<file path="config.mk">
export PLATFORM = sky130hd
export DESIGN_NAME = fpnb_dist_unit
export DESIGN_NICKNAME = d
export VERILOG_FILES = /design/src/rtl/fpnb_pkg.sv /design/src/rtl/fpnb_dist_unit.sv
export SDC_FILE = /design/constraint.sdc
export NUM_CORES = 1
export LEC_CHECK = 0
export BUFFER_PORTS_ARGS = -buffer_cell sky130_fd_sc_hd__buf_2
export CAP_MARGIN = 25
export CORE_MARGIN = 1.5
export CORE_UTILIZATION = 54
export DETAILED_ROUTE_END_ITERATION = 8
export GPL_TIMING_DRIVEN = 1
export HOLD_SLACK_MARGIN = 0.05
export PLACE_DENSITY = 0.73
export RECOVER_POWER = 50
export SLEW_MARGIN = 20
export SYNTH_ARGS = -nofsm -noshare
export SYNTH_HDL_FRONTEND = slang
export SYNTH_SLANG_ARGS = --single-unit
</file>
<file path="constraint.sdc">
create_clock -name clk_i -period 7.1 [get_ports clk_i]
set_clock_uncertainty 0.05 [all_clocks]
set_input_delay 1.065 -clock clk_i [delete_from_list [all_inputs] [get_ports clk_i]]
set_output_delay 1.065 -clock clk_i [all_outputs]
set_load 0.02 [all_outputs]
</file>
<file path="src/rtl/fpnb_pkg.sv">
// ----------------------------------------------------------------------------
// fpnb_pkg
// Shared types and constants of the farthest point net builder.
// ----------------------------------------------------------------------------
package fpnb_pkg;

  localparam int unsigned MAX_POINTS = 4096;
  localparam int unsigned MAX_SITES  = 256;
  localparam int unsigned DIMS       = 16;
  localparam int unsigned COORD_BITS = 16;

  localparam int unsigned PT_W      = $clog2(MAX_POINTS);
  localparam int unsigned NPTS_W    = PT_W + 1;
  localparam int unsigned SITE_W    = $clog2(MAX_SITES);
  localparam int unsigned NSITE_W   = SITE_W + 1;
  localparam int unsigned DIM_W     = $clog2(DIMS);
  localparam int unsigned COORD_AW  = PT_W + DIM_W;
  localparam int unsigned DIST_W    = 40;
  localparam int unsigned SQ_W      = 2 * COORD_BITS;
  localparam int unsigned CFG_IDX_W = 2;
  localparam int unsigned CFG_DAT_W = NPTS_W;

  localparam logic [DIST_W-1:0]    DIST_MAX  = '1;
  localparam logic [DIM_W-1:0]     DIM_LAST  = DIM_W'(DIMS - 1);
  localparam logic [NPTS_W-1:0]    PTS_RESET = NPTS_W'(MAX_POINTS);
  localparam logic [NSITE_W-1:0]   SITES_RESET = NSITE_W'(16);

  localparam logic [CFG_IDX_W-1:0] CFG_POINTS_IN_USE = CFG_IDX_W'(0);
  localparam logic [CFG_IDX_W-1:0] CFG_SITES_WANTED  = CFG_IDX_W'(1);

  typedef enum logic [1:0] {
    KIND_LOAD      = 2'd0,
    KIND_RUN       = 2'd1,
    KIND_READ_SITE = 2'd2,
    KIND_READ_CELL = 2'd3
  } kind_e;

  typedef enum logic [1:0] {
    STATUS_OK     = 2'd0,
    STATUS_RANGE  = 2'd1,
    STATUS_NO_RUN = 2'd2
  } status_e;

  typedef enum logic [2:0] {
    ST_IDLE,
    ST_READ,
    ST_SITE,
    ST_SCAN,
    ST_DRAIN
  } state_e;

  // one coordinate read travelling down the distance pipeline
  typedef struct packed {
    logic             valid;
    logic             load_site;
    logic             first;
    logic             last;
    logic [DIM_W-1:0] dim;
    logic [PT_W-1:0]  point;
  } tag_t;

  // request to fetch a point's current nearest distance
  typedef struct packed {
    logic            valid;
    logic [PT_W-1:0] point;
  } nreq_t;

  // finished squared distance of one point to the current site
  typedef struct packed {
    logic              valid;
    logic [PT_W-1:0]   point;
    logic [DIST_W-1:0] dsq;
  } dres_t;

endpackage

</file>
<file path="src/rtl/fpnb_dist_unit.sv">
// ----------------------------------------------------------------------------
// fpnb_dist_unit
// Squared distance pipeline: site coordinate cache, abs difference, square,
// accumulate over all dimensions of one point.
// ----------------------------------------------------------------------------
module fpnb_dist_unit (
  input  logic                                   clk_i,
  input  logic                                   rst_ni,
  input  fpnb_pkg::tag_t                         tag_i,
  input  logic signed [fpnb_pkg::COORD_BITS-1:0] coord_i,
  output fpnb_pkg::nreq_t                        nreq_o,
  output fpnb_pkg::dres_t                        res_o,
  output logic                                   busy_o
);

  fpnb_pkg::tag_t s1_q, s2_q, s3_q;
  fpnb_pkg::tag_t s2_d;
  logic           res_valid_q;

  logic signed [fpnb_pkg::COORD_BITS-1:0] site_coord_q [fpnb_pkg::DIMS];
  logic [fpnb_pkg::COORD_BITS-1:0]        diff_q;
  logic [fpnb_pkg::SQ_W-1:0]              sq_q;
  logic [fpnb_pkg::DIST_W-1:0]            acc_q;
  logic [fpnb_pkg::PT_W-1:0]              res_point_q;
  logic [fpnb_pkg::DIST_W-1:0]            res_dist_q;

  logic signed [fpnb_pkg::COORD_BITS:0]   delta;
  logic signed [fpnb_pkg::COORD_BITS:0]   delta_abs;
  logic [fpnb_pkg::DIST_W:0]              sum;
  logic [fpnb_pkg::DIST_W-1:0]            sum_sat;

  always_comb begin
    delta     = {coord_i[fpnb_pkg::COORD_BITS-1], coord_i}
              - {site_coord_q[s1_q.dim][fpnb_pkg::COORD_BITS-1], site_coord_q[s1_q.dim]};
    delta_abs = delta[fpnb_pkg::COORD_BITS] ? -delta : delta;
  end

  // site coordinate loads stop at the cache
  always_comb begin
    s2_d       = s1_q;
    s2_d.valid = s1_q.valid & ~s1_q.load_site;
  end

  // saturating accumulation, restarted at the first dimension
  always_comb begin
    sum = (s3_q.first ? '0 : {1'b0, acc_q}) + (fpnb_pkg::DIST_W + 1)'(sq_q);
    if (sum > {1'b0, fpnb_pkg::DIST_MAX}) begin
      sum_sat = fpnb_pkg::DIST_MAX;
    end else begin
      sum_sat = sum[fpnb_pkg::DIST_W-1:0];
    end
  end

  always_ff @(posedge clk_i or negedge rst_ni) begin
    if (!rst_ni) begin
      s1_q        <= '0;
      s2_q        <= '0;
      s3_q        <= '0;
      res_valid_q <= 1'b0;
    end else begin
      s1_q        <= tag_i;
      s2_q        <= s2_d;
      s3_q        <= s2_q;
      res_valid_q <= s3_q.valid & s3_q.last;
    end
  end

  always_ff @(posedge clk_i) begin
    if (s1_q.valid && s1_q.load_site) begin
      site_coord_q[s1_q.dim] <= coord_i;
    end
    diff_q <= delta_abs[fpnb_pkg::COORD_BITS-1:0];
    sq_q   <= diff_q * diff_q;
    if (s3_q.valid) begin
      acc_q <= sum_sat;
    end
    if (s3_q.valid && s3_q.last) begin
      res_point_q <= s3_q.point;
      res_dist_q  <= sum_sat;
    end
  end

  assign nreq_o.valid = s3_q.valid & s3_q.last;
  assign nreq_o.point = s3_q.point;
  assign res_o.valid  = res_valid_q;
  assign res_o.point  = res_point_q;
  assign res_o.dsq    = res_dist_q;
  assign busy_o       = s1_q.valid | s2_q.valid | s3_q.valid | res_valid_q;

endmodule

</file>
==> metrics.md, run 1 <==
| Metric | Value |
|---|---|
| Fillers | approximately 3,600 |
| Routed WL per cell | 19.1 um |
| Distinct cells, synth | between 70 and 80 |
| Critical path's largest stage delay | between 0.7 and 0.8 ns |
| Layout cells sized above 1 | around an eighth |
| Clock slew at reported path FFs | approximately 0.060 ns |
| Fmax | around 150 MHz |
| Port Buf Inserts | roughly 100 |
| Row count | 79 |
| Critical path arrival | roughly 7.0 ns |
| Boundary Pins | between 100 and 150 |
| Violated checks | max-capacitance violations, max-slew violations |
| Post-route antenna net violation count | 0 |
| Vias in the first global route | roughly 16,000 |
| Vias per inst | between 5 and 6 |
| Drt first pass iters | 5 |
| Clock Tree Root | clkbuf_16 |
| Setup repair bufs after CTS | 0 |
| TritonCTS clock tree | yes |
| Sequential share of the synthesized area | between 40% and 50% |
| Dpl hpwl | roughly 37 mm |
| Crit path launch type | flop |
| Kind of critical path | flop to flop |
| Hold Crit Class | flop to flop |
| Cell with the most instances after synthesis | edfxtp_1 |
| Setup_tns | 0 ns |
| Max-slew headroom | -80.0% |
| # clock sinks | about 450 |
| Final Hold Viols | 0 |
| Post-synth top area share | around 41% |
| Synth async-reset ratio | a little under an eighth |
| Dominant cell type by area after synthesis | edfxtp_1 |
| Drt total wl | between 50 and 60 mm |
| Largest net degree at the start of global routing | between 50 and 60 |
| Crit. End Element | flop |
| DRC | 0 |
| Slew @ Worst Pin | approximately 2.7 ns |
| Most used flip-flop cell after synthesis | edfxtp_1 |
| Max H-tree Level | 2 |
| Die width | approximately 220 um |
| Unrepaired setup endpoints after global routing | false |
| Syn Inst Count | 1,933 |
| Worst endpoint required time | approximately 7.5 ns |
| Synthesized area | ~25,000 um2 |
| First-pass GRT wire length | 82.3 mm |
| Initial antenna violation count | 1 |
| Area Growth Syn to Fin | 10.6% |
| Syn Nets | 2,285 |
| DR vias | 14,832 |
| Status | complete, but fails checks |
| Die area | between 40,000 and 50,000 um2 |
| Longest Clk Path Bufs | 3 |
| CORE AREA | 46,600 um2 |
| Clk_lat worst skew | between 0.5 and 0.6 ns |
| Mean post-synth cell area | around 13 um2 |
| Setup violations, final | 0 |
| Crit-path most repeated cell | fa_1 |
| Starting density of the core | around 55% |
| Max-slew violations | 95 |
| Largest fanout on the critical path | 17 |
| Congestion Overflow GR | 0 |
| Slowest CP cell | dfxtp_1 |
| EDFF count, synth | between 300 and 400 |
| DRT iter0 DRCs | roughly 1,100 |
| Die height | ~220 um |
| Antenna diode count | 0 |
| Register bit total from synthesis | between 400 and 500 |
| Nets | 2,400 |
| Synth Warn # | 0 |
| Ranking of synthesized cells by area | edfxtp_1 (41%), fa_1 (13%), ha_1 (7.4%) |
| Routability congestion estimate | ~0.88 |
| Commonest cells in the synthesized netlist | edfxtp_1 (348), inv_1 (282), fa_1 (164) |
| Max-cap violations | 2 |
| Tcrit/Tclk final | 93.4% |
| CTS Buf Count | 45 |
| Cell Chain, Critical Path | nand2_1 -> fa_1 -> inv_1 -> fa_1 -> inv_1 -> fa_1 -> inv_1 -> fa_1 -> fa_1 -> inv_1 -> fa_1 -> inv_1 -> ha_1 -> a21oi_1 -> a21boi_0 -> o21ai_0 -> o211ai_1 -> a31oi_1 -> nand4b_1 -> a31oi_1 -> o21ai_0 -> xnor2_1 |
| Final min period | 6.63 ns |
| Overall track demand over capacity in global routing | about 22% |
-- logic make-up after synthesis --
family,count (synthesis),share of synthesized area [%]
DFF,446,49.8
and+or+nand+nor,423,8.08
buffers and inverters,358,5.60
adders and majority gates,314,20.3
AOI/OAI and AO/OA,219,5.95
xor gates and xnor gates,87,2.99
muxes,86,7.33
-- worst max-delay path, delay by kind of cell (launching register included) --
| family | cells | cell delay, ns |
|---|---|---|
| buffers and inverters | 5 | 0.25 |
| xor gates and xnor gates | 1 | 0.14 |
| AOI/OAI and AO/OA | 7 | 1.63 |
| and+or+nand+nor | 2 | 0.34 |
| adders and majority gates | 7 | 3.34 |
| DFF | 1 | 0.75 |
-- per-layer routing --
metal | vias up | global-route usage (%) | wire [um]
met4 | 0 | 7.44 | 1450
met5 | - | 0 | 0
met3 | 88 | 2.90 | 2030
met2 | 347 | 39.7 | 27000
met1 | 7503 | 27.7 | 21000
li1 | 6894 | - | -
-- timing repair --
action / in CTS / in global routing
endpoints found under the setup margin: 0 / 2
gates resized for setup: 0 / 1
hold buffers: 0 / 0
-- cell type report --
type	instances	area [um2]	share of cell area (%)
well taps	607	759	2.70
inverters	282	1060	3.76
repair buffers	144	744	2.64
clock inverters	22	219	0.778
clock buffers	61	1320	4.69
multi-input cells	1129	11400	40.4
flip-flops and latches	446	12700	45.0
-- cells in the final DEF (no fill, tap or decap), types with 14 or more instances in the layout --
cell type / count
xor2_1: 41
edfxtp_1: 348
buf_2: 43
fa_1: 164
dfrtp_1: 49
xnor2_1: 46
o21ai_0: 19
buf_4: 37
clkbuf_1: 69
dfxtp_1: 46
ha_1: 150
nand2_1: 141
nor2b_1: 52
a21o_1: 37
nor2_1: 85
nand2b_1: 14
inv_1: 282
nand3_1: 24
mux4_2: 80
a21oi_1: 61
nor3_1: 15
and2_1: 48
clkbuf_16: 48
-- worst paths after layout --
path                             end  slack, ns  depth (start not counted)  startpoint
min reg2reg                nreq_o[7]       0.29                          0     s2_q[7]
max                         sq_q[31]       0.47                         22   diff_q[5]
max in group asynchronous   s1_q[12]       3.70                          2      rst_ni
min in group asynchronous   s2_q[16]       1.40                          2      rst_ni
min                        nreq_o[7]       0.29                          0     s2_q[7]
max reg2reg                 sq_q[31]       0.47                         22   diff_q[5]
-- metrics by stage --
stage          worst slack, ns  util [%]  instances  instance area (um2)  hold WS, ns
6_report                 0.470      60.5       2691                28200        0.291
5_1_grt                 0.0442      60.5       2691                28200        0.307
3_3_place_gp             0.613      57.3       2607                26700        0.282
2_1_floorplan             1.07         -       1933                25500        0.281
4_1_cts                  0.414      60.6       2690                28200        0.299
3_5_place_dp             0.464      57.3       2607                26700        0.285
-- registers in the layout, summed over array words and instances (netlist names) --
register      flops
acc_q            40
diff_q           16
nreq_o           12
res_dist_q       40
res_point_q      12
res_valid_q       1
s1_q             20
s2_q             15
s3_q              3
site_coord_q    256
sq_q             31
Power of run 1 is not shown: default switching activity piles up to over one toggle a cycle in this logic, so the estimate is an artifact.
==> inputs of run 2 (changes only) <==
--- a/config.mk
+++ b/config.mk
@@ -8,11 +8,11 @@
 export BUFFER_PORTS_ARGS = -buffer_cell sky130_fd_sc_hd__buf_2
 export CAP_MARGIN = 25
 export CORE_MARGIN = 1.5
-export CORE_UTILIZATION = 54
+export CORE_UTILIZATION = 32
 export DETAILED_ROUTE_END_ITERATION = 8
 export GPL_TIMING_DRIVEN = 1
 export HOLD_SLACK_MARGIN = 0.05
-export PLACE_DENSITY = 0.73
+export PLACE_DENSITY = 0.49
 export RECOVER_POWER = 50
 export SLEW_MARGIN = 20
 export SYNTH_ARGS = -nofsm -noshare
==> run 2 against run 1 <==
Net effect:
- the run still ends with max-capacitance violations, max-slew violations left
- utilization is 24 points lower
- critical path depth shrank 1
- first-iteration DRC count down 19%
- register-to-register slack lost 0.07 ns
- clock-buffer cell count decreased by 5
- worst setup slack lost 0.067 ns
- die area increased by 68%
- final cell count up 16%
==> metrics.md, run 2 (synthesis gave the netlist of run 1 again) <==
| Metric | Value |
|---|---|
| Status | complete, but fails checks |
| Crit. End Element | flop |
| Congestion Overflow GR | 0 |
| DR vias | between 10,000 and 15,000 |
| Final min period | 6.70 ns |
| DRT iter0 DRCs | 863 |
| Nets | ~2,400 |
| Final Hold Viols | 0 |
| Clock Tree Root | clkbuf_16 |
| RR Startpoint | diff_q[11] |
| Commonest non-fill, non-tap cells in the layout | edfxtp_1 (348), inv_1 (282), fa_1 (164) |
| Critical path arrival | around 7.1 ns |
| Drt first pass iters | 5 |
| Setup_tns | 0 ns |
| Slowest CP cell | fa_1 |
| Die width | around 290 um |
| Port Buf Inserts | between 100 and 150 |
| Cells resized by post-CTS repair | 0 |
| Die height | 285 um |
| Biggest regs | site_coord_q: 256 flops, acc_q: 40 flops, res_dist_q: 40 flops |
| Starting density of the core | 32.3% |
| Row count | 103 |
| Worst hold stages | 0 |
| Layout cells sized above 1 | a little over an eighth |
| CORE AREA | 78,900 um2 |
| Routability congestion estimate | 0.830 |
| Max-slew violations | around 150 |
| Boundary Pins | between 100 and 150 |
| Post-route antenna net violation count | 0 |
| TritonCTS clock tree | yes |
| Routed WL per cell | between 15 and 20 um |
| Critical path's top delay family | adder cells |
| Crit path launch type | flop |
| DRC | 0 |
| Largest net degree at the start of global routing | 54 |
| Unrepaired setup endpoints after global routing | false |
| Cts hold-fix bufs | 0 |
| Setup violations, final | 0 |
| Overall track demand over capacity in global routing | between 10 and 15% |
| CTS Buf Count | 47 |
| # clock sinks | 446 |
| Max-cap violations | 3 |
| Area Growth Syn to Fin | 12.9% |
| Antenna diode count | 0 |
| R2R cell count | 21 |
| Hold Crit Class | flop to flop |
| Area post-placement | approximately 27,000 um2 |
| Commonest non-fill, non-tap cell in the layout | edfxtp_1 |
| Area of the multi-input gates | 11,400 um2 |
| Kind of critical path | flop to flop |
| Tcrit/Tclk final | between 90 and 100% |
| Clk_lat worst skew | slightly above 0.6 ns |
| Reg-to-Reg End | sq_q[31] |
| Hold endpoint | s2_q[17] |
| Fmax | roughly 150 MHz |
| Setup repair bufs after CTS | 0 |
| Max reg flops | between 200 and 300 |
| Largest register by flop count | site_coord_q |
| Cell Chain, Critical Path | and2_1 -> fa_1 -> inv_1 -> fa_1 -> inv_1 -> fa_1 -> fa_1 -> fa_1 -> inv_1 -> fa_1 -> inv_1 -> ha_1 -> a21oi_1 -> a21boi_0 -> o21ai_0 -> o211ai_1 -> a31oi_1 -> nand4b_1 -> a31oi_1 -> o21ai_0 -> xnor2_1 |
| Hold Crit Start | s1_q[17] |
| Seq. cell area | 12,700 um2 |
| Vias in the first global route | around 16,000 |
| Longest Clk Path Bufs | 3 |
| First-pass GRT wire length | around 91 mm |
| Initial antenna violation count | 2 |
| Slew @ Worst Pin | 3.13 ns |
| Max-slew headroom | -109% |
| Critical path's largest stage delay | 0.56 ns |
| Largest fanout on the critical path | 15 |
| Dpl hpwl | between 40 and 50 mm |
| Vias per inst | 4.71 |
| Drt total wl | 57.1 mm |
| Post-route cell area | roughly 29,000 um2 |
| Fillers | between 7,000 and 8,000 |
| Die area | 81,200 um2 |
| Crit-path most repeated cell | fa_1 |
| Crit path buf inv count | 4 |
| Violated checks | max-capacitance violations, max-slew violations |
| Max H-tree Level | 2 |
| Worst endpoint required time | ~7.5 ns |
| R2R setup slack | 0.40 ns |
| Clock slew at reported path FFs | approximately 0.060 ns |
==> run 2: changes by cell type in the layout (fill, tap and decap cells not counted), moves of 7 or more <==
cell	change
buf_4	-8
nor2_1	-8
clkbuf_8	-7
buf_2	+15
clkbuf_1	-11
clkinv_1	+8
==> run 2: worst max path at each step <==
stage | start | to | slack [ns] | depth (start not counted)
2_1_floorplan | diff_q[4] | sq_q[31] | 1.07 | 22
3_3_place_gp | diff_q[0] | sq_q[31] | 0.53 | 22
3_5_place_dp | diff_q[0] | sq_q[31] | 0.42 | 22
4_1_cts | diff_q[12] | sq_q[31] | 0.37 | 22
5_1_grt | diff_q[11] | sq_q[31] | 0.04 | 21
6_report | diff_q[11] | sq_q[31] | 0.40 | 21
==> run 2: layout make-up <==
class / instances / area share (%)
sequential: 446 / 44.1
multi-input combinational: 1129 / 39.7
tap: 1050 / 4.57
clock buffer: 56 / 4.28
inverter: 282 / 3.68
timing repair buffer: 138 / 2.49
clock inverter: 32 / 1.12
==> run 2: metal layers <==
layer	share of wire (%)	track usage, %	vias to the layer above	wire length [um]
li1	-	-	6907	-
met1	45	19.1	7548	25600
met2	50	25.1	225	28600
met3	3.3	2.03	61	1870
met4	1.7	3.24	2	952
met5	0.023	0	-	13
==> run 2: per-stage QoR <==
| step | std cells | setup WS [ns] | utilization [%] | hold slack (ns) |
|---|---|---|---|---|
| after floorplan | 1933 | 1.07 | - | 0.281 |
| after global placement | 3045 | 0.531 | 34.6 | 0.282 |
| after detailed placement | 3045 | 0.423 | 34.6 | 0.285 |
| after CTS | 3133 | 0.365 | 36.5 | 0.298 |
| after global routing | 3133 | 0.0450 | 36.4 | 0.306 |
| final | 3133 | 0.403 | 36.4 | 0.297 |
Power of run 2 is left out for the same reason.
